File: config.mk
export PLATFORM = sky130hd
export DESIGN_NAME = checksummed_frame_receiver
export DESIGN_NICKNAME = d
export VERILOG_FILES = /design/src/rtl/core/cfr_pkg.sv /design/src/rtl/core/checksummed_frame_receiver.sv /design/src/rtl/core/cfr_store.sv /design/src/rtl/core/cfr_parse.sv
export SDC_FILE = /design/constraint.sdc
export NUM_CORES = 1
export LEC_CHECK = 0
export BUFFER_PORTS_ARGS = -buffer_cell sky130_fd_sc_hd__buf_2
export CAP_MARGIN = 20
export CELL_PAD_IN_SITES_DETAIL_PLACEMENT = 0
export CELL_PAD_IN_SITES_GLOBAL_PLACEMENT = 2
export CORE_MARGIN = 3
export CORE_UTILIZATION = 36
export DETAILED_ROUTE_END_ITERATION = 6
export GPL_TIMING_DRIVEN = 0
export PLACE_DENSITY = 0.85
export SLEW_MARGIN = 20
export SYNTH_ARGS = -nofsm -noshare
export SYNTH_HDL_FRONTEND = slang
export SYNTH_SLANG_ARGS = --single-unit
File: constraint.sdc
create_clock -name clk -period 3 [get_ports clk]
set_input_delay 0.6 -clock clk [delete_from_list [all_inputs] [get_ports clk]]
set_output_delay 0.6 -clock clk [all_outputs]
set_load 0.02 [all_outputs]
File: src/rtl/core/cfr_pkg.sv
// shared types and constants for the checksummed frame receiver
package cfr_pkg;

  // emit sequencer states
  typedef enum logic [1:0] {
    ST_ACCEPT,
    ST_READ,
    ST_LOAD
  } emit_state_t;

  // request from the framer to start emitting a completed frame
  typedef struct packed {
    logic start;
    logic ok;
  } emit_req_t;

  // input item codes
  localparam logic CMD_BYTE = 1'b0;
  localparam logic CMD_TICK = 1'b1;

  // register indexes (address bit 2)
  localparam logic REG_PREAMBLE = 1'b0;
  localparam logic REG_TIMEOUT  = 1'b1;

  localparam logic [7:0]  PREAMBLE_RESET = 8'd59;
  localparam logic [15:0] TIMEOUT_RESET  = 16'd250;
  localparam logic [15:0] IDLE_MAX       = 16'hffff;

endpackage

File: src/rtl/core/checksummed_frame_receiver.sv
// top level: length-prefixed frame receiver with checksum and idle timeout
// a completing checksum beat starts its run, stepping through the READ and LOAD states per entry
// throughput: one input beat per cycle for ticks and non-final bytes while no run is emitted
// a checksum beat stalls input until every entry of its run, length byte included, is loaded (store read per byte)
// synchronous reset restores registers and clears parser and sequencer state
// the frame store holds no reset value; only bytes written in the frame are read
module checksummed_frame_receiver #(
  parameter int MAX_LENGTH = 15
) (
  input  logic        clk,
  input  logic        rst,
  // input channel
  input  logic        in_valid,
  output logic        in_stall,
  input  logic        cmd,
  input  logic [7:0]  data_byte,
  // output channel
  output logic        out_valid,
  input  logic        out_stall,
  output logic [7:0]  frame_byte,
  output logic [3:0]  byte_number,
  output logic        frame_ok,
  output logic        last,
  // configuration port
  input  logic        psel,
  input  logic        penable,
  input  logic        pwrite,
  input  logic [2:0]  paddr,
  input  logic [31:0] pwdata,
  output logic [31:0] prdata,
  output logic        pready
);

  localparam int LEN_W = $clog2(MAX_LENGTH + 1);

  // configuration registers
  logic [7:0]  preamble;
  logic [15:0] timeout;

  // parser / store wiring
  logic               accept;
  logic               mem_we;
  logic [LEN_W-1:0]   mem_waddr;
  logic [7:0]         mem_wdata;
  logic [7:0]         mem_rdata;
  logic               mem_re;
  cfr_pkg::emit_req_t emit;
  logic [LEN_W-1:0]   frame_len;

  // emit sequencer
  cfr_pkg::emit_state_t state, state_next;
  logic [LEN_W-1:0]     rd_idx;
  logic [LEN_W-1:0]     emit_len;
  logic                 emit_ok;
  logic                 out_free;
  logic                 load;
  logic                 at_last;

  // ---------------------------------------------------------------
  // configuration port, always ready
  // ---------------------------------------------------------------
  assign pready = 1'b1;

  always_ff @(posedge clk) begin
    if (rst) begin
      preamble <= cfr_pkg::PREAMBLE_RESET;
      timeout  <= cfr_pkg::TIMEOUT_RESET;
    end else if (psel && penable && pwrite && pready) begin
      case (paddr[2])
        cfr_pkg::REG_PREAMBLE: preamble <= pwdata[7:0];
        cfr_pkg::REG_TIMEOUT:  timeout  <= pwdata[15:0];
        default: ;
      endcase
    end
  end

  always_comb begin
    case (paddr[2])
      cfr_pkg::REG_PREAMBLE: prdata = {24'd0, preamble};
      cfr_pkg::REG_TIMEOUT:  prdata = {16'd0, timeout};
      default:               prdata = 32'd0;
    endcase
  end

  // ---------------------------------------------------------------
  // input side: beats are taken only while no run is being emitted
  // ---------------------------------------------------------------
  assign in_stall = (state != cfr_pkg::ST_ACCEPT);
  assign accept   = in_valid && !in_stall;

  cfr_parse #(
    .MAX_LENGTH (MAX_LENGTH)
  ) u_parse (
    .clk       (clk),
    .rst       (rst),
    .accept    (accept),
    .cmd       (cmd),
    .data_byte (data_byte),
    .preamble  (preamble),
    .timeout   (timeout),
    .mem_we    (mem_we),
    .mem_waddr (mem_waddr),
    .mem_wdata (mem_wdata),
    .emit      (emit),
    .frame_len (frame_len)
  );

  // frame bytes, length byte at entry zero
  cfr_store #(
    .MAX_LENGTH (MAX_LENGTH)
  ) u_store (
    .clk   (clk),
    .we    (mem_we),
    .waddr (mem_waddr),
    .wdata (mem_wdata),
    .re    (mem_re),
    .raddr (rd_idx),
    .rdata (mem_rdata)
  );

  // ---------------------------------------------------------------
  // emit sequencer: read one entry, then load it into the output
  // register once that register is free
  // ---------------------------------------------------------------
  assign out_free = !out_valid || !out_stall;
  assign at_last  = (rd_idx == emit_len);

  always_comb begin
    state_next = state;
    unique case (state)
      cfr_pkg::ST_ACCEPT: begin
        if (emit.start) begin
          state_next = cfr_pkg::ST_READ;
        end
      end
      cfr_pkg::ST_READ: begin
        state_next = cfr_pkg::ST_LOAD;
      end
      cfr_pkg::ST_LOAD: begin
        if (out_free) begin
          state_next = at_last ? cfr_pkg::ST_ACCEPT : cfr_pkg::ST_READ;
        end
      end
      default: state_next = cfr_pkg::ST_ACCEPT;
    endcase
  end

  always_comb begin
    mem_re = (state == cfr_pkg::ST_READ);
    load   = (state == cfr_pkg::ST_LOAD) && out_free;
  end

  always_ff @(posedge clk) begin
    if (rst) begin
      state <= cfr_pkg::ST_ACCEPT;
    end else begin
      state <= state_next;
    end
  end

  // run bookkeeping, latched when the checksum beat is taken
  always_ff @(posedge clk) begin
    if (rst) begin
      rd_idx   <= '0;
      emit_len <= '0;
      emit_ok  <= 1'b0;
    end else if (emit.start) begin
      rd_idx   <= '0;
      emit_len <= frame_len;
      emit_ok  <= emit.ok;
    end else if (load && !at_last) begin
      rd_idx <= rd_idx + LEN_W'(1);
    end
  end

  // output register, parts the sequencer from the output stall
  always_ff @(posedge clk) begin
    if (rst) begin
      out_valid <= 1'b0;
    end else if (load) begin
      out_valid <= 1'b1;
    end else if (!out_stall) begin
      out_valid <= 1'b0;
    end
  end

  always_ff @(posedge clk) begin
    if (load) begin
      frame_byte  <= mem_rdata;
      byte_number <= 4'(rd_idx);
      frame_ok    <= emit_ok;
      last        <= at_last;
    end
  end

`ifndef SYNTHESIS
  // the store is never written while a run is being read out
  assert property (@(posedge clk) disable iff (rst)
    mem_we |-> state == cfr_pkg::ST_ACCEPT)
    else $error("frame store written during emission");

  // read index stays inside the run
  assert property (@(posedge clk) disable iff (rst)
    state != cfr_pkg::ST_ACCEPT |-> rd_idx <= emit_len)
    else $error("read index past run length");

  // an output beat only appears after a store read was loaded
  assert property (@(posedge clk) disable iff (rst)
    $rose(out_valid) |-> $past(state) == cfr_pkg::ST_LOAD)
    else $error("output beat without store read");
`endif

endmodule

File: src/rtl/core/cfr_store.sv
// frame byte store: one write port, one registered read port
module cfr_store #(
  parameter int MAX_LENGTH = 15,
  localparam int LEN_W = $clog2(MAX_LENGTH + 1)
) (
  input  logic             clk,
  input  logic             we,
  input  logic [LEN_W-1:0] waddr,
  input  logic [7:0]       wdata,
  input  logic             re,
  input  logic [LEN_W-1:0] raddr,
  output logic [7:0]       rdata
);

  logic [7:0] mem [MAX_LENGTH + 1];

  always_ff @(posedge clk) begin
    if (we) begin
      mem[waddr] <= wdata;
    end
  end

  always_ff @(posedge clk) begin
    if (re) begin
      rdata <= mem[raddr];
    end
  end

endmodule

File: src/rtl/core/cfr_parse.sv
// frame parser: preamble, length, body, checksum and idle timeout
module cfr_parse #(
  parameter int MAX_LENGTH = 15,
  localparam int LEN_W = $clog2(MAX_LENGTH + 1),
  localparam int POS_W = $clog2(MAX_LENGTH + 3)
) (
  input  logic                clk,
  input  logic                rst,
  input  logic                accept,
  input  logic                cmd,
  input  logic [7:0]          data_byte,
  input  logic [7:0]          preamble,
  input  logic [15:0]         timeout,
  output logic                mem_we,
  output logic [LEN_W-1:0]    mem_waddr,
  output logic [7:0]          mem_wdata,
  output cfr_pkg::emit_req_t  emit,
  output logic [LEN_W-1:0]    frame_len
);

  logic             in_frame, in_frame_next;
  logic             have_length, have_length_next;
  logic             timing_active, timing_active_next;
  logic [POS_W-1:0] pos, pos_next;
  logic [LEN_W-1:0] len, len_next;
  logic [7:0]       running_sum, running_sum_next;
  logic [15:0]      idle_count, idle_count_next;

  always_comb begin
    logic go_idle;
    go_idle            = 1'b0;
    in_frame_next      = in_frame;
    have_length_next   = have_length;
    timing_active_next = timing_active;
    pos_next           = pos;
    len_next           = len;
    running_sum_next   = running_sum;
    idle_count_next    = idle_count;
    mem_we             = 1'b0;
    mem_waddr          = '0;
    mem_wdata          = data_byte;
    emit               = '0;

    if (accept) begin
      if (cmd == cfr_pkg::CMD_TICK) begin
        if (timing_active && idle_count != cfr_pkg::IDLE_MAX) begin
          idle_count_next = idle_count + 16'd1;
        end
      end else if (timing_active && idle_count > timeout) begin
        // late byte is dropped
        go_idle = 1'b1;
      end else if (!in_frame) begin
        if (data_byte == preamble) begin
          in_frame_next      = 1'b1;
          have_length_next   = 1'b0;
          pos_next           = POS_W'(1);
          running_sum_next   = 8'd0;
          timing_active_next = 1'b1;
          idle_count_next    = 16'd0;
        end
      end else begin
        timing_active_next = 1'b1;
        idle_count_next    = 16'd0;
        if (!have_length) begin
          if (data_byte > 8'(MAX_LENGTH)) begin
            go_idle = 1'b1;
          end else begin
            have_length_next = 1'b1;
            mem_we           = 1'b1;
            mem_waddr        = '0;
            running_sum_next = data_byte;
            pos_next         = POS_W'(2);
            len_next         = data_byte[LEN_W-1:0];
          end
        end else if (pos < POS_W'(len) + POS_W'(2)) begin
          // body byte
          mem_we           = 1'b1;
          mem_waddr        = LEN_W'(pos - POS_W'(1));
          running_sum_next = running_sum + data_byte;
          pos_next         = pos + POS_W'(1);
        end else begin
          // checksum byte
          emit.start = 1'b1;
          emit.ok    = (data_byte != 8'd0) && (data_byte == (8'd0 - running_sum));
          go_idle    = 1'b1;
        end
      end
    end

    if (go_idle) begin
      in_frame_next      = 1'b0;
      have_length_next   = 1'b0;
      pos_next           = '0;
      running_sum_next   = 8'd0;
      timing_active_next = 1'b0;
    end
  end

  always_ff @(posedge clk) begin
    if (rst) begin
      in_frame      <= 1'b0;
      have_length   <= 1'b0;
      timing_active <= 1'b0;
      pos           <= '0;
      len           <= '0;
      running_sum   <= 8'd0;
      idle_count    <= 16'd0;
    end else begin
      in_frame      <= in_frame_next;
      have_length   <= have_length_next;
      timing_active <= timing_active_next;
      pos           <= pos_next;
      len           <= len_next;
      running_sum   <= running_sum_next;
      idle_count    <= idle_count_next;
    end
  end

  assign frame_len = len;

endmodule
**Yosys cells after proc, flatten, opt, wreduce, memory -nomap -nowiden**

Memories as Yosys holds them, arrays and structs flattened. A register that Yosys moved wholly into a read port is not among the register bits.
Cells that the tools add are included.

- Bitwise logic cells: 5
- Equality and inequality tests: 13
- Muxes and demuxes: 57
- Magnitude comparators: 3
- Add/sub/neg operators: 7
- Reductions and logical operators: 28

Operators with widths:

| kind | number |
|---|---|
| $mux W16 | 5 |
| $pmux W32 S2 | 1 |
| $mux W8 | 5 |
| $mux W1 | 26 |
| $mux W5 | 5 |
| $mux W4 | 6 |
| $add A16 B1 Y16 const B | 1 |
| $eq A8 B8 Y1 | 2 |
| $gt A16 B16 Y1 | 1 |
| $mux W2 | 8 |
| $ne A16 B16 Y1 const B | 1 |
| $reduce_and A6 Y1 | 2 |
| $add A8 B8 Y8 | 1 |
| $gt A8 B4 Y1 const B | 1 |
| $logic_and A1 B1 Y1 | 8 |
| $reduce_and A4 Y1 | 2 |
| $reduce_bool A8 Y1 | 1 |
| $sub A1 B8 Y8 const A | 1 |
| $ne A2 B2 Y1 const B | 3 |
| $ne A3 B3 Y1 const B | 2 |
| $pmux W2 S3 | 1 |
| $reduce_and A2 Y1 | 3 |
| $add A4 B2 Y5 const B | 1 |
| $add A5 B1 Y5 const B | 1 |
| 15 further kinds | 25 |

- Output and inout port bits: 49
- Bits in registers: 86
- Bits of input ports: 51
- Logic and storage cells: 132
- Bits in writable memories: 128
- Memories kept: 1

Memories:

| memory | words | width | rd ports | clocked after Yosys merged registers in | wr ports | line | RTL |
|---|---|---|---|---|---|---|---|
| u_store.mem | 16 | 8 | 1 | 1 | 1 | cfr_store.sv:15 | `logic [7:0] mem [MAX_LENGTH + 1];` |

**Longest topological paths before layout**

- Depth in word-level cells: 11
- Depth in mapped cells: 10
- Gate-level depth less buffers: 10

**Hierarchy**

From an unflattened synthesis, not the netlist that was laid out.

- Cell total of the unflattened synthesis: 842
- Area, all modules: 10656.5 sq um

By module, submodules not included:

| module | times used | cells an instance | area an instance (sq um) | sequential area each (sq um) |
|---|---|---|---|---|
| cfr_store | 1 | 229 | 5227.5 | 4083.9 |
| cfr_parse | 1 | 402 | 3281.9 | 720.7 |
| checksummed_frame_receiver | 1 | 211 | 2147.1 | 1141.1 |

**Worst setup path before layout**

No wires, ideal clock.

- Kind: reg-to-reg
- Start: register timeout[2]
- End: memory u_store.mem[15][0] (enable)
- Path slack: -0.182 ns
- Path buffers: 0
- Arrival time: 2.812 ns
- Clock period less this slack: 3.182 ns
- Stages on the path, launching flop included: 10
- Library setup time: 0.370 ns
- Data required time: 2.630 ns
- Path through: dfxtp_1 inv_1 ha_1 a21oi_2 o221ai_2 a221oi_2 a21oi_2 or3_4 or4_4 nor2_1

- Word-level cells in the longest chain between the ends: 7
- Elaborated cells between the ends (all ways): 10
- Those cells by class: 1 x order compare; 8 x mux; 1 x reduce/logical

RTL lines:

| element | line | RTL |
|---|---|---|
| start: declaration | checksummed_frame_receiver.sv:38 | `logic [15:0] timeout;` |
| start signal: assignment | checksummed_frame_receiver.sv:67 | `timeout <= cfr_pkg::TIMEOUT_RESET;` |
| start signal: assignment | checksummed_frame_receiver.sv:71 | `cfr_pkg::REG_TIMEOUT: timeout <= pwdata[15:0];` |
| $gt A16 B16 Y1 * | cfr_parse.sv:49 | `end else if (timing_active && idle_count > timeout) begin` |
| $logic_and A1 B1 Y1 * | cfr_parse.sv:49 |  |
| $mux W1 | cfr_parse.sv:49 |  |
| $mux W1 | cfr_parse.sv:45 | `if (cmd == cfr_pkg::CMD_TICK) begin` |
| $mux W1 | cfr_parse.sv:44 | `if (accept) begin` |
| $mux W1 | cfr_store.sv:18 | `if (we) begin` |
| $mux W1 (implied by the code) | cfr_store.sv:19 | `mem[waddr] <= wdata;` |
| end: declaration | cfr_store.sv:15 |  |

Every way passes the cells marked *; elsewhere a longest branch is shown, timed or not.

**Worst setup path after layout**

- Start: register timeout[2]
- End: memory u_store.mem[11][7] (enable)

Same word-level chain as after synthesis.

==> flow_summary.json <==
{
  "outcome": "finished with violations",
  "violations": "setup timing",
  "hold_viol": 0,
  "endpoint": "u_store.mem[11][7]$_DFFE_PP_",
  "clockBufferDepth": 3,
  "hold_path_class": "primary input to flip-flop",
  "grt.total_usage": 0.163,
  "ys_seq_elements": 222,
  "synthFlopType": "edfxtp_1",
  "reg2regPathDepth": 9,
  "clk_latency_ns": 0.52,
  "cts_htree_levels": 1,
  "final_nets": 1089,
  "fin_util": 0.455,
  "cp.required_ns": 3.19,
  "power.density_nw_per_um2": 514,
  "worst_pin_slew_ns": 0.931,
  "cts_tree": "built",
  "stdcell_area_um2": 12700,
  "synth_adder_area_share": 0.0420,
  "coreArea_um2": 28000,
  "final_cell_mix": "150 x edfxtp_1, 88 x nand2_1, 69 x buf_2, 52 x dfxtp_1",
  "seq_area_frac_synth": 0.577,
  "rsz0062_at_grt": "yes",
  "cp_max_fo": 8,
  "firstDrtPassIters": 5,
  "final_max_slew_viol_count": 0,
  "ios": 100,
  "muxShareOfSynthArea": 0.0945,
  "cts_num_sinks": 222,
  "r2r_end": "u_store.mem[11][7]$_DFFE_PP_",
  "layout_commonest_cell": "edfxtp_1",
  "area_growth_pct": 23.5,
  "die_area_um2": 30700,
  "fin_ws_ns": -0.0635,
  "syn_area_um2": 10300,
  "vias": 7164,
  "initial_utilization": 0.368,
  "ant_nets": 0,
  "worstSetupEndpointType": "flip-flop",
  "synth_cells": 866,
  "gp_routability_congestion": 0.774,
  "overflow": 0,
  "diodes": 0,
  "synthSimpleGateAreaFrac": 0.123,
  "wire_per_inst_um": 17.9,
  "grt_first_pass_wirelength_um": 39700,
  "first_iter_violations": 432,
  "drt_wl_total_um": 25100,
  "p_leak_nw": 4.27,
  "grt_max_degree": 24,
  "fmax_mhz": 326,
  "synth-async-reset-ratio": 0,
  "postSynthAreaPerCell_um2": 11.9,
  "synth_cell_type_count": 70,
  "setup_viol": 64,
  "via_per_inst": 5.12,
  "cp-start-kind": "flip-flop",
  "r2r_start": "timeout[2]$_SDFFE_PP0P_",
  "placed_cell_area_um2": 11200,
  "period_minus_slack_ns": 3.06,
  "portBuffers": 64,
  "core.rowCount": 61,
  "synth_compound_area_frac": 0.0906,
  "hpwlAfterDp_um": 16700,
  "maxCapViolCount": 0,
  "min_period_over_period": 1.02,
  "synth-xor-area-share": 0.0340,
  "fp.dieH_um": 175,
  "numCtsBuffers": 24,
  "r2r_slack_ns": -0.06,
  "cts.reportedPaths.clkPinSlew_ns": 0.06,
  "synth_enable_flop_cells": 150,
  "ys_warn_count": 0,
  "drc_errors": 0,
  "max-vdd-ir-drop_mv": 0.359,
  "drive_gt1_frac": 0.268,
  "critPathArrivalTime_ns": 3.25,
  "fin_skew_ns": 0.0133,
  "die_x_um": 175,
  "clk_root_buffer_cell": "clkbuf_16",
  "finalSetupTns_ns": -1.92,
  "grt_pass1_vias": 6999,
  "synth_top_family_by_area": "simple AND/OR/NAND/NOR gates",
  "crit_path_start": "timeout[2]$_SDFFE_PP0P_",
  "antenna_found_initial": 0,
  "finalPower_mw": 6.55,
  "path_class": "flip-flop to flip-flop",
  "slew_headroom": 0.378
}
==> worst min path at each step <==
| stage | slack (ns) | startpoint | cells past startpoint | end |
|---|---|---|---|---|
| detailed placement | 0.40 | u_store.rdata[1]$_DFFE_PN_ | 0 | frame_byte[1]$_DFFE_PP_ |
| global route | 0.32 | pwdata[11] | 3 | timeout[11]$_SDFFE_PP0P_ |
| global placement | 0.40 | u_store.rdata[4]$_DFFE_PN_ | 0 | frame_byte[4]$_DFFE_PP_ |
| floorplan | 0.40 | u_store.rdata[0]$_DFFE_PN_ | 0 | frame_byte[0]$_DFFE_PP_ |
| finish | 0.32 | pwdata[11] | 3 | timeout[11]$_SDFFE_PP0P_ |
| CTS | 0.30 | pwdata[8] | 3 | timeout[8]$_SDFFE_PP0P_ |
==> layer usage <==
metal  vias to the layer above  part of all wire  track usage
li1                       3453                 -            -
met1                      3475              0.47        0.233
met2                       200              0.46        0.263
met3                        36             0.046       0.0206
met4                         0             0.023       0.0409
met5                         -                 0            0
==> worst max-delay path, stage by stage (launching register included) <==
cell      delay [ns]
dfxtp_2         0.34
inv_1           0.07
ha_4            0.25
a21oi_2         0.14
o221ai_2        0.14
a221oi_4        0.37
a21oi_4         0.13
or3_4           0.42
or4_4           0.58
nor2_4          0.29
==> flip-flops by register name, indices dropped and copies added (netlist names) <==
| name | cells |
|---|---|
| u_store.mem | 128 |
| byte_number | 4 |
| u_parse.have_length | 1 |
| last | 1 |
| out_valid | 1 |
| u_parse.running_sum | 8 |
| u_parse.idle_count | 16 |
| u_parse.pos | 5 |
| emit_ok | 1 |
| timeout | 16 |
| u_store.rdata | 8 |
| emit_len | 4 |
| preamble | 8 |
| u_parse.timing_active | 1 |
| frame_ok | 1 |
| rd_idx | 4 |
| state | 2 |
| u_parse.in_frame | 1 |
| frame_byte | 8 |
| u_parse.frame_len | 4 |
==> cells by family (layout without fill, tap and decap cells) <==
logic type,after synthesis,count (layout)
compound gates,143,143
xor+xnor,40,40
fa+ha+maj,34,34
buf+inv,87,227
flops,222,222
mux,75,75
other cells,2,17
simple gates,263,263
==> where the power goes <==
part	internal, mW	leakage, nW	total [mW]	switching [mW]
clock	1.82	0.389	3.04	1.22
combinational	0.0824	1.95	0.243	0.160
sequential	3.26	1.93	3.27	0.00580
total	5.17	4.27	6.55	1.38
==> cell type report <==
type	instances	area, um2
inverters	36	138
clock inverters	15	199
repair buffers	97	678
fillers	2582	15300
plain buffers	51	263
multi-input cells	572	4400
flip-flops and latches	222	5970
clock buffers	28	616
well taps	378	473
==> synth_stat cells, types with 3 or more instances <==
master | n | area, um2
o21ai_0 | 32 | 160
a21oi_1 | 49 | 245
mux4_2 | 16 | 360
a22oi_1 | 9 | 67.6
and2_1 | 4 | 25.0
nand2_1 | 89 | 334
nor2b_1 | 7 | 43.8
buf_4 | 17 | 128
clkbuf_1 | 23 | 86.3
buf_2 | 6 | 30.0
nor3_1 | 16 | 80.1
o21a_1 | 4 | 30.0
xor2_1 | 9 | 78.8
a221oi_1 | 8 | 70.1
mux2i_1 | 40 | 400
and3_1 | 3 | 18.8
inv_1 | 34 | 128
or3_1 | 4 | 25.0
nand4_1 | 13 | 81.3
a211oi_1 | 5 | 37.5
edfxtp_1 | 150 | 4500
buf_1 | 5 | 18.8
o211ai_1 | 7 | 52.6
nor2_1 | 64 | 240
nor4_1 | 9 | 56.3
nand3_1 | 27 | 135
ha_1 | 33 | 413
nand3b_1 | 6 | 45.0
dfxtp_1 | 72 | 1440
a21oi_2 | 3 | 26.3
and4_1 | 3 | 26.3
mux2_2 | 19 | 214
nand2b_1 | 5 | 31.3
xnor2_1 | 31 | 272
==> repair_timing <==
item | 4_1_cts | 5_1_grt
resized for setup | 60 | 30
endpoints found under the setup margin | 137 | 138
pin swaps | 25 | 24
setup buffers | 21 | 12
hold buffers | 0 | 0
==> per-stage QoR <==
| step | std cells | hold slack (ns) | worst slack [ns] |
|---|---|---|---|
| floorplan | 881 | 0.400 | -0.102 |
| global placement | 1323 | 0.401 | -0.965 |
| detailed placement | 1323 | 0.405 | -0.940 |
| CTS | 1387 | 0.301 | -0.108 |
| global route | 1399 | 0.318 | -0.185 |
| finish | 1399 | 0.321 | -0.0635 |
(Power assumes the default switching activity.)
